$ cat src/hw/rtl/terminal_input_token_splitter_core_macros.svh
// Assertion helpers; expect clk and rst_n in the enclosing scope.
`ifndef TERMINAL_INPUT_TOKEN_SPLITTER_CORE_MACROS_SVH
`define TERMINAL_INPUT_TOKEN_SPLITTER_CORE_MACROS_SVH

// same-cycle implication
`define TTS_ASSERT_NOW(label, ante, cons) \
    label: assert property (@(posedge clk) disable iff (!rst_n) (ante) |-> (cons)) \
        else $error("tts check failed");

// next-cycle implication
`define TTS_ASSERT_NEXT(label, ante, cons) \
    label: assert property (@(posedge clk) disable iff (!rst_n) (ante) |=> (cons)) \
        else $error("tts check failed");

`endif

$ cat src/hw/rtl/tts_pkg.sv
package tts_pkg;

    localparam int unsigned MAX_BUFFER_DEF = 256;

    localparam logic [1:0] ST_CONT = 2'd0;
    localparam logic [1:0] ST_DONE = 2'd1;
    localparam logic [1:0] ST_OVF  = 2'd2;

    localparam logic [8:0] BUFFER_SIZE_RST = 9'd32;

    localparam logic [0:0] REG_BUFFER_SIZE = 1'b0;

    typedef enum logic [4:0] {
        PH_IDLE = 5'b00001,
        PH_UTF8 = 5'b00010,
        PH_ESC  = 5'b00100,
        PH_CSI  = 5'b01000,
        PH_SS   = 5'b10000
    } phase_t;

    typedef struct packed {
        phase_t     phase;
        logic [2:0] utf8_rem;
        logic [7:0] len;
    } state_t;

    localparam state_t IDLE_STATE = '{phase: PH_IDLE, utf8_rem: 3'd0, len: 8'd0};

endpackage

$ cat src/hw/rtl/terminal_input_token_splitter_core.sv
// Terminal input token splitter.
// Input channel: byte_valid / byte_stall carry one raw terminal byte (in_byte)
// per word. Output channel: token_valid / token_stall carry one result word per
// input byte: the byte echoed, status (continue, complete, overflow) and the
// token length so far including this byte.
// Each accepted byte is held in the input register, then moved into the result
// register when it is free or token_stall is low; its result word is taken there.
// Throughput: one byte per cycle while token_stall is low; the phase / UTF-8
// count / length state that each byte reads and writes is updated as it advances.
// When token_stall holds the result register, the input register still takes
// one more byte; byte_stall rises only when both registers are full.
// Reset: both registers empty, token state idle, buffer_size = 32.
// APB register 0 (address 0): buffer_size, 9 bits; write only while idle.
`include "terminal_input_token_splitter_core_macros.svh"

module terminal_input_token_splitter_core
    import tts_pkg::*;
#(
    parameter int unsigned MAX_BUFFER = MAX_BUFFER_DEF
)
(
    input  logic        clk,
    input  logic        rst_n,
    input  logic        byte_valid,
    output logic        byte_stall,
    input  logic [7:0]  in_byte,
    output logic        token_valid,
    input  logic        token_stall,
    output logic [7:0]  token_byte,
    output logic [1:0]  status,
    output logic [7:0]  token_length,
    input  logic        psel,
    input  logic        penable,
    input  logic        pwrite,
    input  logic [2:0]  paddr,
    input  logic [31:0] pwdata,
    output logic [31:0] prdata,
    output logic        pready
);

    logic       in_valid_reg;
    logic       in_valid_next;
    logic [7:0] in_byte_reg;
    logic       out_valid_reg;
    logic       out_valid_next;
    logic [7:0] token_byte_reg;
    logic [1:0] status_reg;
    logic [7:0] token_length_reg;
    logic [8:0] buffer_size_reg;
    state_t     state_reg;
    state_t     state_next;
    logic [1:0] status_next;
    logic [7:0] length_next;
    logic       accept_in;
    logic       advance;
    logic       cfg_write;

    assign pready    = 1'b1;
    assign cfg_write = psel && penable && pwrite && (paddr[2] == REG_BUFFER_SIZE);
    assign prdata    = (paddr[2] == REG_BUFFER_SIZE) ? {23'd0, buffer_size_reg} : 32'd0;

    assign advance    = in_valid_reg && (!out_valid_reg || !token_stall);
    assign byte_stall = in_valid_reg && out_valid_reg && token_stall;
    assign accept_in  = byte_valid && !byte_stall;

    always_comb
    begin
        in_valid_next = in_valid_reg;
        if (accept_in)
        begin
            in_valid_next = 1'b1;
        end
        else if (advance)
        begin
            in_valid_next = 1'b0;
        end

        out_valid_next = out_valid_reg;
        if (advance)
        begin
            out_valid_next = 1'b1;
        end
        else if (!token_stall)
        begin
            out_valid_next = 1'b0;
        end
    end

    tts_step #(
        .MAX_BUFFER (MAX_BUFFER)
    ) u_step (
        .cur_byte     (in_byte_reg),
        .cur_state    (state_reg),
        .buffer_size  (buffer_size_reg),
        .next_state   (state_next),
        .status       (status_next),
        .token_length (length_next)
    );

    always_ff @(posedge clk or negedge rst_n)
    begin
        if (!rst_n)
        begin
            in_valid_reg    <= 1'b0;
            out_valid_reg   <= 1'b0;
            buffer_size_reg <= BUFFER_SIZE_RST;
            state_reg       <= IDLE_STATE;
        end
        else
        begin
            in_valid_reg  <= in_valid_next;
            out_valid_reg <= out_valid_next;
            if (cfg_write)
            begin
                buffer_size_reg <= pwdata[8:0];
            end
            if (advance)
            begin
                state_reg <= state_next;
            end
        end
    end

    always_ff @(posedge clk)
    begin
        if (accept_in)
        begin
            in_byte_reg <= in_byte;
        end
        if (advance)
        begin
            token_byte_reg   <= in_byte_reg;
            status_reg       <= status_next;
            token_length_reg <= length_next;
        end
    end

    assign token_valid  = out_valid_reg;
    assign token_byte   = token_byte_reg;
    assign status       = status_reg;
    assign token_length = token_length_reg;

    `TTS_ASSERT_NEXT(a_end_goes_idle, advance && status_next != ST_CONT, state_reg == IDLE_STATE)
    `TTS_ASSERT_NOW(a_utf8_count_clear, state_reg.phase != PH_UTF8, state_reg.utf8_rem == 3'd0)
    `TTS_ASSERT_NOW(a_length_nonzero, out_valid_reg, token_length_reg != 8'd0)

endmodule

$ cat src/hw/rtl/tts_step.sv
module tts_step
    import tts_pkg::*;
#(
    parameter int unsigned MAX_BUFFER = MAX_BUFFER_DEF
)
(
    input  logic [7:0] cur_byte,
    input  state_t     cur_state,
    input  logic [8:0] buffer_size,
    output state_t     next_state,
    output logic [1:0] status,
    output logic [7:0] token_length
);

    localparam int unsigned SIZE_CAP = (MAX_BUFFER > 257) ? 257 : MAX_BUFFER;
    localparam logic [8:0]  SIZE_LIM = 9'(SIZE_CAP);

    localparam logic [7:0] CH_ESC      = 8'h1B;
    localparam logic [7:0] CH_LBRACKET = 8'h5B;
    localparam logic [7:0] CH_SS2      = 8'h4E;
    localparam logic [7:0] CH_SS3      = 8'h4F;
    localparam logic [7:0] CH_INTER_LO = 8'h20;
    localparam logic [7:0] CH_INTER_HI = 8'h2F;
    localparam logic [7:0] CH_PARAM_LO = 8'h30;
    localparam logic [7:0] CH_PARAM_HI = 8'h3F;
    localparam logic [7:0] CH_CONT_LO  = 8'h80;
    localparam logic [7:0] CH_LEAD_LO  = 8'hC0;

    function automatic logic [2:0] utf8_extra(input logic [7:0] c);
        logic [2:0] n;
        if (c >= 8'hFC)
        begin
            n = 3'd5;
        end
        else if (c >= 8'hF8)
        begin
            n = 3'd4;
        end
        else if (c >= 8'hF0)
        begin
            n = 3'd3;
        end
        else if (c >= 8'hE0)
        begin
            n = 3'd2;
        end
        else
        begin
            n = 3'd1;
        end
        return n;
    endfunction

    logic [8:0] eff_size;
    logic [8:0] len_inc;
    logic [9:0] len_guard;
    logic       done;
    state_t     walk;

    always_comb
    begin
        eff_size  = (buffer_size < SIZE_LIM) ? buffer_size : SIZE_LIM;
        len_inc   = {1'b0, cur_state.len} + 9'd1;
        len_guard = {1'b0, len_inc} + 10'd2;
        done      = 1'b0;
        walk      = cur_state;

        case (cur_state.phase)
            PH_IDLE:
            begin
                if (cur_byte < CH_CONT_LO)
                begin
                    if (cur_byte == CH_ESC)
                    begin
                        walk.phase = PH_ESC;
                    end
                    else
                    begin
                        done = 1'b1;
                    end
                end
                else if (cur_byte >= CH_LEAD_LO)
                begin
                    walk.phase    = PH_UTF8;
                    walk.utf8_rem = utf8_extra(cur_byte);
                end
            end
            PH_UTF8:
            begin
                walk.utf8_rem = cur_state.utf8_rem - 3'd1;
                done          = (walk.utf8_rem == 3'd0);
            end
            PH_ESC:
            begin
                if (cur_byte == CH_LBRACKET)
                begin
                    walk.phase = PH_CSI;
                end
                else if (cur_byte == CH_SS2 || cur_byte == CH_SS3)
                begin
                    walk.phase = PH_SS;
                end
                else if (!(cur_byte >= CH_INTER_LO && cur_byte <= CH_INTER_HI))
                begin
                    done = 1'b1;
                end
            end
            PH_CSI:
            begin
                done = !(cur_byte >= CH_PARAM_LO && cur_byte <= CH_PARAM_HI);
            end
            PH_SS:
            begin
                done = 1'b1;
            end
            default:
            begin
                done = 1'b1;
            end
        endcase

        if (eff_size < 9'd3)
        begin
            status       = ST_OVF;
            token_length = 8'd1;
            next_state   = IDLE_STATE;
        end
        else
        begin
            token_length = len_inc[7:0];
            if (done)
            begin
                status     = ST_DONE;
                next_state = IDLE_STATE;
            end
            else if (len_guard >= {1'b0, eff_size})
            begin
                status     = ST_OVF;
                next_state = IDLE_STATE;
            end
            else
            begin
                status     = ST_CONT;
                next_state = walk;
                next_state.len = len_inc[7:0];
            end
        end
    end

endmodule

$ cat config.mk
export PLATFORM = sky130hd
export DESIGN_NAME = terminal_input_token_splitter_core
export DESIGN_NICKNAME = d
export VERILOG_FILES = /design/src/hw/rtl/tts_pkg.sv /design/src/hw/rtl/terminal_input_token_splitter_core.sv /design/src/hw/rtl/tts_step.sv
export VERILOG_INCLUDE_DIRS = /design/src /design/src/hw/rtl
export SDC_FILE = /design/constraint.sdc
export NUM_CORES = 1
export LEC_CHECK = 0
export ABC_CLOCK_PERIOD_IN_PS = 4980
export BUFFER_PORTS_ARGS = -buffer_cell sky130_fd_sc_hd__buf_2
export CAP_MARGIN = 0
export CORE_ASPECT_RATIO = 0.8
export CORE_MARGIN = 1.5
export CORE_UTILIZATION = 50
export CTS_CLUSTER_DIAMETER = 150
export DETAILED_ROUTE_END_ITERATION = 10
export GPL_TIMING_DRIVEN = 0
export PLACE_DENSITY = 0.9
export SLEW_MARGIN = 20
export SYNTH_ARGS = -nofsm -noshare
export SYNTH_HDL_FRONTEND = slang
export SYNTH_HIERARCHICAL = 1
export SYNTH_SLANG_ARGS = --single-unit
$ cat constraint.sdc
create_clock -name clk -period 4.98 [get_ports clk]
set_clock_uncertainty 0.1 [all_clocks]
set_input_delay 0 -clock clk [delete_from_list [all_inputs] [get_ports clk]]
set_output_delay 0 -clock clk [all_outputs]
set_load 0.01 [all_outputs]
==> results of run 1 <==
==> layout make-up <==
class / instances / area, sq um
timing repair buffer: 74 / 475
inverter: 10 / 37.5
buffer: 33 / 255
fill: 490 / 2310
clock inverter: 1 / 30.0
sequential: 53 / 1460
tap: 84 / 105
clock buffer: 7 / 86.3
multi-input combinational: 214 / 1580
==> critical path, cell delays in order (launching register included) <==
cell,delay (ns)
dfrtp_1,0.52
ha_1,0.33
xnor2_1,0.19
inv_1,0.10
ha_1,0.18
or3b_2,0.48
xor2_1,0.18
ha_1,0.37
nand4_1,0.11
o221ai_1,0.23
a41o_1,0.20
buf_1,0.31
clkbuf_1,0.59
nor3_2,0.11
mux2_4,0.28
==> metrics by stage <==
stage	instances	util (%)	setup WS, ns	hold WS, ns	instance area (sq um)
after floorplan	310	-	1.24	-0.396	3330
after global placement	447	58.4	0.835	-0.0546	3700
after detailed placement	447	58.4	0.672	-0.0439	3700
after CTS	476	63.6	0.607	0.0427	4030
after global routing	476	63.6	0.383	0.0641	4030
final	476	63.6	0.578	0.0413	4030
==> path summary, 6_finish.rpt <==
path	end	cells after the start	slack (ns)	startpoint
worst max-delay path	state_reg[14]	14	0.58	state_reg[0]
worst min-delay path	buffer_size_reg[6]	3	0.04	penable
worst max register to register	state_reg[14]	14	0.58	state_reg[0]
worst min register to register	token_byte[6]	0	0.37	in_byte_reg[6]
max in group asynchronous	state_reg[15]	2	4.24	rst_n
min in group asynchronous	state_reg[1]	2	0.13	rst_n
==> report_power, final <==
part	switching (mW)	internal [mW]
sequential	0.0634	0.534
clock	0.143	0.164
combinational	0.292	0.260
total	0.498	0.958
==> per-layer routing <==
| metal | up-vias | GRT usage, % | routed length (um) |
|---|---|---|---|
| li1 | 1191 | - | - |
| met1 | 1192 | 25.8 | 3000 |
| met2 | 91 | 32.4 | 3240 |
| met3 | 16 | 3.84 | 375 |
| met4 | 0 | 9.76 | 167 |
| met5 | - | 0 | 0 |
==> synthesized netlist by cell type (3+ instances only) <==
cell	instances
nand2b_1	7
edfxtp_1	26
nor2b_1	10
nand3_1	7
nand2_1	20
mux2_4	9
or3_1	3
ha_1	14
nor3_1	11
inv_1	9
nor4_1	7
nor3_2	10
dfrtp_1	25
nor2_1	12
a21oi_1	9
xor2_1	6
o21ai_0	5
buf_4	24
clkbuf_1	4
and2_1	3
mux2_2	16
xnor2_1	7
==> cell families after synthesis <==
family                   after synthesis
AO/OA/AOI/OAI                         32
XOR/XNOR                              13
adder cells (fa/ha/maj)               14
buffers and inverters                 43
flip-flops                            53
multiplexers                          25
other                                  2
AND/OR/NAND/NOR                      106
==> layout by cell type, fill, tap and decap left out, drive strengths merged, types with 3 or more instances in the layout <==
| master | n |
|---|---|
| dlygate4sd3 | 21 |
| and2 | 3 |
| clkbuf | 11 |
| or4b | 3 |
| nor2 | 12 |
| ha | 14 |
| nand3 | 7 |
| buf | 82 |
| dfrtp | 25 |
| a21oi | 9 |
| xor2 | 6 |
| nand2b | 7 |
| o21ai | 5 |
| inv | 9 |
| nand2 | 20 |
| xnor2 | 7 |
| edfxtp | 26 |
| conb | 24 |
| mux2 | 25 |
| or3 | 3 |
| nor4 | 7 |
| nor2b | 10 |
| nor3 | 21 |
==> repair_timing <==
item / in CTS / in global routing
buffers inserted: 0 / 0
hold buffers: 21 / 0
hold endpoints to repair: 46 / 0
==> results by group, run 1 <==
Clock tree
  – Post_cts resized: 0
  – Clk_lat worst skew: 0.31 ns
  – Clk root buf: clkbuf_8
  – Clock Tree Buf Depth: 2
  – CTS clk-pin slew, worst paths: ~0.09 ns
  – H-tree depth: 2
  – TritonCTS clock tree: done
  – TritonCTS Buffers: 5
  – Clock Sinks: 53

STA
  – Unrepaired setup endpoints after global routing: no
  – Tmin final: 4.40 ns
  – Final Slew Violations: 0
  – Setup TNS: 0 ns
  – Worst-Margin Slew: around 0.7 ns
  – Period utilization: 88.4%
  – Max Freq: 227 MHz
  – Final Setup Violations: 0
  – Worst slew margin: 53.4%
  – Fin. Hold Viols: 0

Global routing
  – Total GRT Usage: between 10% and 20%
  – Vias in the first global route: 2323
  – Pin count of the biggest net entering global routing: 28
  – Initial antenna violation count: 0
  – First-pass GRT wire length: 10800 um
  – Remaining global-route overflow: 0

Placement
  – Final Wtd Congestion: 0.860
  – Port Buffer Count: 53
  – Final HPWL DP: around 4600 um

Logic synthesis
  – Fraction of registers with async set or reset after synthesis: 50.9%
  – Mapped cell area: roughly 3300 sq um
  – Simple logic cell fraction of the synthesized area: between 20% and 30%
  – Cells after Synth: ~290
  – Mapped Avg Cell Area: between 10 and 15 sq um
  – Share of Yosys cell area claimed by the top area cell type: 24.0%
  – Post-Synth Adder-Cell Area: 5.39%
  – Synth area leader: edfxtp_1
  – Mux share of post-synthesis cell area: 9.70%
  – Largest family of logic cells by synthesized area: simple AND/OR/NAND/NOR gates
  – Ys Warns: 6
  – Top post-synthesis cells by area: edfxtp_1, dfrtp_1, buf_4, mux2_2, ha_1
  – Post-synth EDFFs: 26
  – Cell variety after synth: 56
  – Synth Area in XOR/XNOR: ~3.5%
  – #FFs+latches synth: 53
  – Register area share after synthesis: 44.9%
  – Most common flop cell mapped by yosys: edfxtp_1
  – Compound-cell area share of the yosys netlist: 7.04%

Setup path
  – Critical Path AT: 4.50 ns
  – Req. time, crit path: just over 5 ns
  – Crit path launch type: flip-flop
  – WS Path Type: reg2reg
  – Crit path capture type: flip-flop
  – Worst Path Max Fanout: 10

Power and ir drop
  – Peak supply drop: 187 uV
  – Leakage: 1.84 nW
  – Power per cell area: 361 nW/um^2
  – Overall power: 1.46 mW

Layout
  – P&R area growth vs syn: 24.0%
  – Layout cells sized above 1: 34.4%
  – Max FFs per register: 16
  – N_diodes: 0
  – Fin nets: 455

Route
  – Vias: 2490
  – Vias/cell: 5.23
  – DRC errors left: 0
  – Pre-antenna DRT Iters: 4
  – DR iter-0 viols: ~160
  – WL final: approximately 6800 um
  – Post-route ant nets: 0
  – Wire per inst: 14.3 um

Die
  – Die area: 7000 sq um
  – Std-Cell Rows: 26
  – Die Ht: 75.1 um
  – Core Area: 6340 sq um
  – IO Count: 103
  – Die Span X: between 90 and 100 um
  – Starting density of the core: between 50% and 60%

Flow run
  – Max-Cap Viols: 0

Hold path
  – HP Class: in2reg

Run status
  – Status: complete, no violations
(Power assumes the default switching activity.)
==> run 2, diff against run 1 <==
--- a/config.mk
+++ b/config.mk
@@ -6,12 +6,13 @@
 export SDC_FILE = /design/constraint.sdc
 export NUM_CORES = 1
 export LEC_CHECK = 0
-export ABC_CLOCK_PERIOD_IN_PS = 4980
+export ABC_CLOCK_PERIOD_IN_PS = 4200
 export BUFFER_PORTS_ARGS = -buffer_cell sky130_fd_sc_hd__buf_2
 export CAP_MARGIN = 0
 export CORE_ASPECT_RATIO = 0.8
 export CORE_MARGIN = 1.5
 export CORE_UTILIZATION = 50
+export CTS_BUF_LIST = sky130_fd_sc_hd__clkbuf_4 sky130_fd_sc_hd__clkbuf_8
 export CTS_CLUSTER_DIAMETER = 150
 export DETAILED_ROUTE_END_ITERATION = 10
 export GPL_TIMING_DRIVEN = 0
==> constraint.sdc (replaced) <==
create_clock -name clk -period 4.2 [get_ports clk]
set_clock_uncertainty 0.1 [all_clocks]
set_input_delay 0 -clock clk [delete_from_list [all_inputs] [get_ports clk]]
set_output_delay 0 -clock clk [all_outputs]
set_load 0.01 [all_outputs]
==> results by group, run 2 (synthesis gave the netlist of run 1 again) <==
Setup path
  – Critical Path AT: 4.13 ns (-0.37 ns)
  – Crit path capture type: flip-flop
  – Reg2reg path depth: 14 (unchanged)
  – Req. time, crit path: 4.31 ns (-0.77 ns)
  – Crit path launch type: flip-flop
  – FF-to-FF Start: state_reg[0]
  – Flop-to-flop setup slack: 0.18 ns (-0.40 ns)
  – Crit path capture: state_reg[7]
  – Worst Setup SP: state_reg[0]
  – WS Path Type: reg2reg
  – Worst Path Max Fanout: 10 (unchanged)
  – R2R Path End: state_reg[7]

Clock tree
  – TritonCTS Buffers: 5 (unchanged)
  – Clock Sinks: 53 (unchanged)
  – TritonCTS clock tree: done
  – CTS clk-pin slew, worst paths: 0.09 ns (about the same)
  – H-tree depth: 2 (unchanged)
  – Clk root buf: clkbuf_8
  – Clock Tree Buf Depth: 2 (unchanged)
  – Clk_lat worst skew: 0.31 ns (about the same)

Layout
  – Fin nets: 455 (unchanged)
  – Max FFs per register: 16 (unchanged)
  – P&R area growth vs syn: 24.2%
  – Layout cells sized above 1: 35.2% (+0.77 points)
  – N_diodes: 0 (unchanged)
  – Fillers: 487 (-0.61%)
  – Commonest non-fill, non-tap cell in the layout: buf_2
  – Most frequent cells in the layout: buf_2, edfxtp_1, buf_4, conb_1, dfrtp_1
  – Final Non-Filler Cells: 476 (unchanged)
  – Design area: 4040 sq um (+0.22%)

Placement
  – Placed cells: 447 (unchanged)
  – Final Wtd Congestion: 0.860 (unchanged)
  – Final HPWL DP: 4640 um (unchanged)
  – Placement-stage cell area: 3700 sq um (unchanged)
  – Dpl ws: -0.108 ns (-0.780 ns)
  – Port Buffer Count: 53 (unchanged)

Route
  – Vias/cell: 5.24 (+0.12%)
  – WL final: 6810 um (+0.27%)
  – Wire per inst: 14.3 um (+0.27%)
  – DR iter-0 viols: 154 (-3.1%)
  – Post-route ant nets: 0 (unchanged)
  – DRC errors left: 0 (unchanged)
  – Pre-antenna DRT Iters: 4 (unchanged)
  – Vias: 2493 (+0.12%)

Die
  – Die Span X: 93.2 um (unchanged)
  – Core Area: 6340 sq um (unchanged)
  – Starting density of the core: 51.3% (unchanged)
  – Die Ht: 75.1 um (unchanged)
  – IO Count: 103 (unchanged)
  – Die area: 7000 sq um (unchanged)
  – Std-Cell Rows: 26 (unchanged)

STA
  – Worst slew margin: 58.2% (+4.8 points)
  – Tmin final: 4.02 ns (-0.381 ns)
  – Max Freq: 249 MHz (+9.5%)
  – Period utilization: 95.7% (+7.3 points)
  – Fin. Hold Viols: 0 (unchanged)
  – Worst Slack Setup Final: 0.180 ns (-0.399 ns)
  – Worst-Margin Slew: 0.621 ns (-0.0779 ns)
  – Final Slew Violations: 0 (unchanged)
  – Setup TNS: 0 ns (unchanged)
  – Unrepaired setup endpoints after global routing: no
  – Final Setup Violations: 0 (unchanged)

Global routing
  – Grt peak-use layer: met2
  – Remaining global-route overflow: 0 (unchanged)
  – Total GRT Usage: 19.9% (unchanged)
  – First-pass GRT wire length: 10700 um (about the same)
  – Pin count of the biggest net entering global routing: 28 (unchanged)
  – Met3 Use GR: 3.84% (unchanged)
  – Vias in the first global route: 2321 (-0.086%)
  – Met2 usage: 32.3% (-0.081 points)
  – Initial antenna violation count: 0 (unchanged)
  – Met1 usage: 25.9% (+0.064 points)

Power and ir drop
  – Leakage: 1.85 nW (+0.34%)
  – Peak supply drop: 223 uV (+19%)
  – Power per cell area: 431 nW/um^2 (+19%)

Hold path
  – HP Class: in2reg
  – Worst hold stages: 3 (unchanged)

Flow run
  – Max-Cap Viols: 0 (unchanged)

Run status
  – Status: complete, no violations
run 2: cell count changes in the layout (fill, tap and decap cells not counted), sizes merged:
cell,before,now
clkbuf,11,10
buf,82,83
run 2: cell type report:
| class | count | area [sq um] | area share [%] |
|---|---|---|---|
| Timing Repair Buffer | 74 | 475 | 11.8 |
| Clock buffer | 7 | 90.1 | 2.23 |
| Buffer | 33 | 259 | 6.41 |
| Tap cell | 84 | 105 | 2.60 |
| Clock inverter | 1 | 30.0 | 0.743 |
| Inverter | 10 | 37.5 | 0.929 |
| Multi-Input combinational cell | 214 | 1580 | 39.2 |
| Sequential cell | 53 | 1460 | 36.1 |
run 2: timing repair:
action | in CTS | in global routing
gates resized for setup | 1 | 4
endpoints found under the hold margin | 46 | 0
hold buffers | 21 | 0
setup endpoints to repair | 10 | 10
buffers inserted | 0 | 0
run 2: worst min path at each step:
stage	slack, ns	to	start
6_report	0.04	buffer_size_reg[6]	penable
2_1_floorplan	-0.40	buffer_size_reg[0]	rst_n
3_3_place_gp	-0.05	state_reg[3]	rst_n
3_5_place_dp	-0.04	state_reg[3]	rst_n
4_1_cts	0.04	buffer_size_reg[6]	penable
5_1_grt	0.06	buffer_size_reg[2]	penable
run 2: per-layer routing:
metal / wire (um) / part of all wire, % / vias to the layer above
met5: 0 / 0 / -
met4: 169 / 2.5 / 0
met3: 310 / 4.6 / 16
met2: 3230 / 47 / 78
met1: 3100 / 46 / 1209
li1: - / - / 1190
run 2: critical path: stages, from the launching register on:
cell	delay (ns)
dfrtp_2	0.50
ha_1	0.29
xnor2_1	0.19
inv_1	0.10
ha_1	0.18
or3b_2	0.48
xor2_1	0.18
ha_1	0.37
nand4_1	0.11
o221ai_1	0.23
a41o_1	0.20
buf_1	0.33
buf_4	0.30
nor3_2	0.06
mux2_2	0.28
run 2: per-stage QoR:
step / utilization (%) / hold slack (ns) / total power, mW
2_1_floorplan: - / -0.396 / 1.18
3_3_place_gp: 58.4 / -0.0546 / 1.30
3_5_place_dp: 58.4 / -0.0439 / 1.35
4_1_cts: 63.6 / 0.0427 / 1.73
5_1_grt: 63.7 / 0.0641 / 1.83
6_report: 63.7 / 0.0410 / 1.74
run 2: report_power, final:
part | internal [mW] | switching [mW]
Sequential | 0.634 | 0.0753
Combinational | 0.313 | 0.348
Clock | 0.201 | 0.170
Total | 1.15 | 0.594
